File: config.mk
export PLATFORM = sky130hd
export DESIGN_NAME = fir_filter_q15_saturating_unit
export DESIGN_NICKNAME = d
export VERILOG_FILES = /design/src/rtl/fq15_pkg.sv /design/src/rtl/fq15_hist_mem.sv /design/src/rtl/fq15_mac.sv /design/src/rtl/fir_filter_q15_saturating_unit.sv
export SDC_FILE = /design/constraint.sdc
export NUM_CORES = 2
export LEC_CHECK = 0
export ABC_AREA = 1
export BUFFER_PORTS_ARGS = -buffer_cell sky130_fd_sc_hd__buf_2
export CAP_MARGIN = 20
export CORE_UTILIZATION = 40
export CTS_CLUSTER_SIZE = 8
export DETAILED_ROUTE_END_ITERATION = 7
export GPL_TIMING_DRIVEN = 0
export MAX_ROUTING_LAYER = met4
export PLACE_DENSITY_LB_ADDON = 0.1
export SYNTH_ARGS = -nofsm -noshare
export SYNTH_HDL_FRONTEND = slang
export SYNTH_SLANG_ARGS = --single-unit
File: constraint.sdc
create_clock -name clk -period 16.2 [get_ports clk]
set_clock_uncertainty 0.2 [all_clocks]
set_input_delay 2.43 -clock clk [delete_from_list [all_inputs] [get_ports clk]]
set_output_delay 2.43 -clock clk [all_outputs]
set_load 0.005 [all_outputs]
File: src/rtl/fq15_pkg.sv
package fq15_pkg;

  // Filter geometry
  localparam int TAPS       = 32;
  localparam int MAX_TAPS   = 32;
  localparam int NUM_GROUPS = 8;
  localparam int LANES      = 4;
  localparam int TAP_W      = (TAPS > 1) ? $clog2(TAPS) : 1;
  localparam int TAP_IDX_W  = $clog2(MAX_TAPS);

  // Data widths
  localparam int SAMP_W  = 16;
  localparam int COEF_W  = 16;
  localparam int GROUP_W = COEF_W * LANES;
  localparam int PROD_W  = SAMP_W + COEF_W;
  localparam int ACC_W   = 38;
  localparam int CFG_IDX_W = 8;

  // History ring: one slot per tap, the oldest is overwritten by the newest
  localparam int HIST_DEPTH = MAX_TAPS;
  localparam int HIST_AW    = $clog2(HIST_DEPTH);

  // Rounding and Q30 saturation limits
  localparam logic signed [ACC_W-1:0] ROUND_CONST = ACC_W'(64'sd16384);
  localparam logic signed [ACC_W-1:0] SAT_HI      = ACC_W'(64'sd1073741823);
  localparam logic signed [ACC_W-1:0] SAT_LO      = -ACC_W'(64'sd1073741824);

  typedef struct packed {
    logic vld;
    logic first;
    logic last;
  } mac_ctl_t;

  typedef struct packed {
    logic              wr_en;
    logic [HIST_AW-1:0] wr_addr;
    logic [SAMP_W-1:0] wr_data;
    logic              rd_en;
    logic [HIST_AW-1:0] rd_addr;
  } hist_req_t;

endpackage

File: src/rtl/fq15_hist_mem.sv
module fq15_hist_mem
  import fq15_pkg::*;
(
  input  logic                     clk,
  input  logic                     rst_n,
  input  hist_req_t                req,
  output logic signed [SAMP_W-1:0] rd_data
);

  logic [SAMP_W-1:0]     mem [HIST_DEPTH];
  logic [HIST_DEPTH-1:0] valid_r;
  logic [SAMP_W-1:0]     rd_q_r;
  logic                  rd_vld_r;

  // Valid bits stand in for clearing the ring at reset
  always_ff @(posedge clk) begin
    if (!rst_n) begin
      valid_r <= '0;
    end else if (req.wr_en) begin
      valid_r[req.wr_addr] <= 1'b1;
    end
  end

  always_ff @(posedge clk) begin
    if (req.wr_en) begin
      mem[req.wr_addr] <= req.wr_data;
    end
  end

  always_ff @(posedge clk) begin
    if (req.rd_en) begin
      rd_q_r   <= mem[req.rd_addr];
      rd_vld_r <= valid_r[req.rd_addr];
    end
  end

  assign rd_data = rd_vld_r ? $signed(rd_q_r) : '0;

endmodule

File: src/rtl/fq15_mac.sv
module fq15_mac
  import fq15_pkg::*;
(
  input  logic                     clk,
  input  logic                     rst_n,
  input  mac_ctl_t                 ctl,
  input  logic signed [SAMP_W-1:0] sample,
  input  logic signed [COEF_W-1:0] coef,
  output logic signed [ACC_W-1:0]  acc,
  output logic                     done
);

  mac_ctl_t                  p_ctl_r;
  logic signed [PROD_W-1:0]  prod_r;
  logic signed [ACC_W-1:0]   acc_r;
  logic signed [ACC_W-1:0]   acc_base;
  logic                      done_r;

  always_ff @(posedge clk) begin
    if (!rst_n) begin
      p_ctl_r <= '0;
      done_r  <= 1'b0;
    end else begin
      p_ctl_r <= ctl;
      done_r  <= p_ctl_r.vld && p_ctl_r.last;
    end
  end

  always_ff @(posedge clk) begin
    prod_r <= sample * coef;
  end

  // first tap restarts from the rounding constant
  assign acc_base = p_ctl_r.first ? ROUND_CONST : acc_r;

  always_ff @(posedge clk) begin
    if (p_ctl_r.vld) begin
      acc_r <= acc_base + ACC_W'(prod_r);
    end
  end

  assign acc  = acc_r;
  assign done = done_r;

endmodule

File: src/rtl/fir_filter_q15_saturating_unit.sv
// Q15 FIR filter, 32 taps, one shared multiply-accumulate unit. Each accepted
// request on in_* is one signed Q15 sample; it yields exactly one signed Q15
// result on out_*: sum of coef[k] * x[n-k], plus 2^14 for rounding, clipped to
// [-2^30, 2^30-1] and shifted right by 15. Past samples live in a 32-entry
// ring memory with a registered read; the MAC walks one tap per cycle. From
// acceptance to result a sample passes through the tap issue steps, each
// with its memory read, then the product register, the accumulate, the
// write-back state and the result load, and the filter returns to idle
// after write-back, where it waits for the next sample.
// The filter takes a new sample as soon as the previous one is written back,
// even while the last result still waits in the output register; it stalls
// at write-back only if that register is still full. Coefficients sit in
// eight 64-bit registers written over cfg_*, four taps each, lowest tap in
// the low bits; indexes of eight and above are ignored. cfg_ready is always
// high; write coefficients only while the filter is idle. History resets to
// zero and needs no clearing pass.
module fir_filter_q15_saturating_unit
  import fq15_pkg::*;
(
  input  logic                        clk,
  input  logic                        rst_n,
  // input samples
  input  logic                        in_tvalid,
  output logic                        in_tready,
  input  logic signed [SAMP_W-1:0]    in_tdata,   // [15:0] sample_in
  // filtered samples
  output logic                        out_tvalid,
  input  logic                        out_tready,
  output logic signed [SAMP_W-1:0]    out_tdata,  // [15:0] sample_out
  // coefficient writes
  input  logic                        cfg_valid,
  output logic                        cfg_ready,
  input  logic [CFG_IDX_W-1:0]        cfg_index,
  input  logic [GROUP_W-1:0]          cfg_data
);

  localparam logic [1:0] ST_IDLE = 2'd0;  // ready for a sample
  localparam logic [1:0] ST_RUN  = 2'd1;  // issuing taps
  localparam logic [1:0] ST_WAIT = 2'd2;  // MAC pipeline draining
  localparam logic [1:0] ST_FIN  = 2'd3;  // write back, hand off result

  logic [1:0]                state_r, state_nxt;
  logic [TAP_W-1:0]          tap_r;
  logic [HIST_AW-1:0]        wp_r;       // slot that takes the next sample
  logic signed [SAMP_W-1:0]  x_r;        // current sample x[n]
  logic [GROUP_W-1:0]        coef_r [NUM_GROUPS];

  mac_ctl_t                  s1_ctl_r;
  logic signed [COEF_W-1:0]  s1_coef_r;

  logic [TAP_IDX_W-1:0]      tap_idx;
  logic                      tap_last;
  logic                      in_acc;
  logic                      out_free;
  logic                      fin_go;

  hist_req_t                 hreq;
  logic signed [SAMP_W-1:0]  hist_rd;
  logic signed [SAMP_W-1:0]  mac_sample;
  logic signed [ACC_W-1:0]   acc;
  logic                      acc_done;
  logic signed [ACC_W-1:0]   acc_sat;

  logic                      out_tvalid_r;
  logic signed [SAMP_W-1:0]  out_tdata_r;

  // ---------------- coefficient registers ----------------
  assign cfg_ready = 1'b1;

  always_ff @(posedge clk) begin
    if (!rst_n) begin
      for (int g = 0; g < NUM_GROUPS; g++) begin
        coef_r[g] <= '0;
      end
    end else if (cfg_valid && (cfg_index < CFG_IDX_W'(NUM_GROUPS))) begin
      coef_r[cfg_index[$clog2(NUM_GROUPS)-1:0]] <= cfg_data;
    end
  end

  // ---------------- sequencer ----------------
  assign in_tready = (state_r == ST_IDLE);
  assign in_acc    = in_tvalid && in_tready;
  assign tap_last  = (tap_r == TAP_W'(TAPS - 1));
  assign tap_idx   = TAP_IDX_W'(tap_r);
  assign out_free  = !out_tvalid_r || out_tready;
  assign fin_go    = (state_r == ST_FIN) && out_free;

  always_comb begin
    state_nxt = state_r;
    unique case (state_r)
      ST_IDLE: if (in_acc)   state_nxt = ST_RUN;
      ST_RUN:  if (tap_last) state_nxt = ST_WAIT;
      ST_WAIT: if (acc_done) state_nxt = ST_FIN;
      ST_FIN:  if (out_free) state_nxt = ST_IDLE;
      default: state_nxt = ST_IDLE;
    endcase
  end

  always_ff @(posedge clk) begin
    if (!rst_n) begin
      state_r  <= ST_IDLE;
      tap_r    <= '0;
      wp_r     <= '0;
      s1_ctl_r <= '0;
    end else begin
      state_r <= state_nxt;
      if (in_acc) begin
        tap_r <= '0;
      end else if (state_r == ST_RUN && !tap_last) begin
        tap_r <= tap_r + 1'b1;
      end
      if (fin_go) begin
        wp_r <= wp_r + 1'b1;
      end
      s1_ctl_r.vld   <= (state_r == ST_RUN);
      s1_ctl_r.first <= (tap_r == '0);
      s1_ctl_r.last  <= tap_last;
    end
  end

  always_ff @(posedge clk) begin
    if (in_acc) begin
      x_r <= in_tdata;
    end
    // coefficient for this tap, aligned with the memory read
    s1_coef_r <= $signed(coef_r[tap_idx[TAP_IDX_W-1:2]][COEF_W*tap_idx[1:0] +: COEF_W]);
  end

  // ---------------- history ring ----------------
  // x[n-k] sits at wp - k; tap 0 uses the live sample instead
  always_comb begin
    hreq.rd_en   = (state_r == ST_RUN);
    hreq.rd_addr = wp_r - HIST_AW'(tap_idx);
    hreq.wr_en   = fin_go;
    hreq.wr_addr = wp_r;
    hreq.wr_data = x_r;
  end

  fq15_hist_mem u_hist (
    .clk     (clk),
    .rst_n   (rst_n),
    .req     (hreq),
    .rd_data (hist_rd)
  );

  // ---------------- MAC ----------------
  assign mac_sample = s1_ctl_r.first ? x_r : hist_rd;

  fq15_mac u_mac (
    .clk    (clk),
    .rst_n  (rst_n),
    .ctl    (s1_ctl_r),
    .sample (mac_sample),
    .coef   (s1_coef_r),
    .acc    (acc),
    .done   (acc_done)
  );

  // ---------------- saturate, scale, output register ----------------
  always_comb begin
    priority if (acc > SAT_HI) begin
      acc_sat = SAT_HI;
    end else if (acc < SAT_LO) begin
      acc_sat = SAT_LO;
    end else begin
      acc_sat = acc;
    end
  end

  always_ff @(posedge clk) begin
    if (!rst_n) begin
      out_tvalid_r <= 1'b0;
    end else if (fin_go) begin
      out_tvalid_r <= 1'b1;
    end else if (out_tready) begin
      out_tvalid_r <= 1'b0;
    end
  end

  always_ff @(posedge clk) begin
    if (fin_go) begin
      out_tdata_r <= $signed(acc_sat[30:15]);
    end
  end

  assign out_tvalid = out_tvalid_r;
  assign out_tdata  = out_tdata_r;

endmodule

==> metrics.cfg <==
[outcome]
status=finished clean

[layout]
drive_gt1_share_pct=7.93
layout.nets=7321
flow.area_growth_from_synthesis_pct=15.3
antenna_cells=0
instances_no_fill=8980

[clock_tree]
cts_hold_buf=0
cts_resized=0
cts_buffer_depth=3
cts_tree=done
cts_root_buffer=clkbuf_16
clk_pin_slew_ns=0.05
cts_htree_levels=4
cts.sinks=1214
cts_setup_buffers=0
cts_made_buffers=171
clk_latency_ns=0.81

[global_route]
grt_pass1_vias=45573
grt_max_degree=54
gr-total-overflow=0
grt_pass1_wl_mm=300
grt.total_usage_pct=26.5
antenna_found_initial=2

[synthesis]
synthDistinctLibCells=42
async_flop_share_pct=0
yosysTopAreaCell=edfxtp_1
netlist.area_leader.share_pct=52.9
avgSynthCellArea_sq_um=9.73
synth_most_common_cell=nor2_1
yosys-top-cells-count=nor2_1 (1486), nand2_1 (1151), edfxtp_1 (1111)
yosys_warnings=0
synth_fp_nets=6969
ys_ff_latch=1214
synthesis.instances=6478
syn_area_sq_mm=0.0631
synth_ff_type=edfxtp_1
synth_area_leaders=edfxtp_1 (53%), nor2_1 (8.8%), fa_1 (8.4%), nand2_1 (6.9%), inv_1 (4.1%)
ys_seq_area_share_pct=56.2
synth_edf_count=1111

[critical_path]
crit_start=x_r[15]$_DFFE_PP_
crit_chain=buf_16, inv_1, o22ai_2, inv_2, clkbuf_1, nor2_1, inv_2, fa_1, inv_1, fa_1, fa_1, fa_1, fa_1, inv_1, fa_1, inv_1, ha_1, nand2_1, nor2_1, inv_1, nor2_1, nand4_1, nand3b_1, xor2_1
path_common_cell=fa_1
cp.arrival_ns=8.18
ff2ff_setup_slack_ns=8.51
worstPathRequired_ns=16.68
startpoint_type=flop
critical_path.max_stage_delay_ns=0.81
endpoint_kind=flop
reg2reg_depth=24
path_class=flop to flop
cp-endpoint=u_mac.prod_r[23]$_DFF_P_
rr_endpoint=u_mac.prod_r[23]$_DFF_P_
slowest_stage=fa_1
worst-path-max-fanout=23
r2r_start=x_r[15]$_DFFE_PP_

[sta]
fin_hold_ws_ns=0.204
hold_viol=0
fmax_mhz=130
worst_pin_slew_ns=1.11
layout_setup_ws_ns=8.51
finalSetupViolCount=0
relSlewSlack_pct=26.0
grt_setup_unrepaired=false
finalSetupTns_ns=0
finalMaxSlewViolations=0
fin_crit_ns=7.69
finalCritPeriodShare_pct=47.5

[floorplanning]
core_area_sq_mm=0.156
die_y_microns=399
start_util_pct=40.3
io_pins=112
die-area_sq_mm=0.159
die_w_microns=399
core.rowCount=145

[placement]
place_inst=8714
portBuffers=110
dpl.hpwl_mm=150
gp_congestion=0.975
dp_slack_ns=8.48

[route]
drt_iter0_drc=4435
drc=0
vias=47109
viasPerCell=5.25
routed_wl_mm=206
drtPass1Iterations=6
wl_per_cell_microns=22.9
drtAntennaViolNets=0

[run]
maxCapViolCount=0

[min_path]
hp-class=flop to flop
hold_start=s1_ctl_r[2]$_SDFF_PN0_

-- cell type report --
| class | instances | area (sq um) |
|---|---|---|
| Tap cell | 2058 | 2570 |
| Fill cell | 14922 | 83700 |
| Buffer | 319 | 1430 |
| Clock buffer | 248 | 4630 |
| Multi-Input combinational cell | 4246 | 23700 |
| Clock inverter | 17 | 335 |
| Inverter | 699 | 2620 |
| Sequential cell | 1214 | 35400 |
| Timing Repair Buffer | 179 | 1950 |
-- kinds of logic after synthesis --
logic type      after synthesis  synth area share [%]
simple gates               2946                  18.2
xor+xnor                     44                 0.647
flops                      1214                  56.2
other cells                   1               0.00595
buf+inv                    1018                  6.42
compound gates              857                  7.49
fa+ha+maj                   398                  11.0
-- per-layer routing --
metal,part of all wire (%),track usage (%)
met1,44,36.2
met2,46,40.5
met3,7.2,4.41
met4,3.2,8.38
met5,0,-
-- metrics by stage --
step | instance area (sq um) | utilization [%]
finish | 72700 | 46.5
global route | 72700 | 46.5
CTS | 72700 | 46.5
detailed placement | 67700 | 43.3
global placement | 66200 | 42.3
floorplan | 63100 | -
-- worst min-delay path by stage --
stage	end	slack, ns	depth (start not counted)
3_5_place_dp	u_mac.p_ctl_r[2]$_SDFF_PN0_	0.20	2
5_1_grt	u_mac.p_ctl_r[2]$_SDFF_PN0_	0.22	2
4_1_cts	u_mac.p_ctl_r[2]$_SDFF_PN0_	0.21	2
6_report	u_mac.p_ctl_r[2]$_SDFF_PN0_	0.20	2
3_3_place_gp	u_mac.p_ctl_r[2]$_SDFF_PN0_	0.20	2
2_1_floorplan	u_mac.p_ctl_r[0]$_SDFF_PN0_	0.19	2
-- layout by cell type (no fill, tap or decap), types with 67 or more instances in the layout --
master / synthesis / final
a21oi_1: 179 / 179
clkbuf_1: 166 / 240
nand2_1: 1151 / 1143
nand3_1: 261 / 261
fa_1: 264 / 264
nor2_1: 1486 / 1456
dfxtp_1: 103 / 102
o21ai_0: 423 / 423
clkbuf_16: 0 / 174
edfxtp_1: 1111 / 1111
o21ai_1: 72 / 72
ha_1: 134 / 134
inv_1: 681 / 681
o211ai_1: 67 / 67
buf_2: 88 / 198
-- flip-flops by register name, summed over array words and instances, names as in the netlist, 16 cells and up, named ones only --
register,count
coef_r,512
out_tdata,16
s1_coef_r,16
u_hist.mem,512
u_hist.rd_q_r,16
u_hist.valid_r,32
u_mac.acc,38
u_mac.prod_r,32
x_r,16
-- worst max-delay path: cells and delay by family (launching register included) --
family | cells | cell delay (ns)
adder cells (fa/ha/maj) | 7 | 3.80
buffers and inverters | 9 | 1.03
AO/OA/AOI/OAI | 1 | 0.46
flip-flops | 1 | 0.72
XOR/XNOR | 1 | 0.19
AND/OR/NAND/NOR | 6 | 1.16
Power is not shown: default switching activity piles up to over one toggle a cycle in this logic, so the estimate is an artifact.
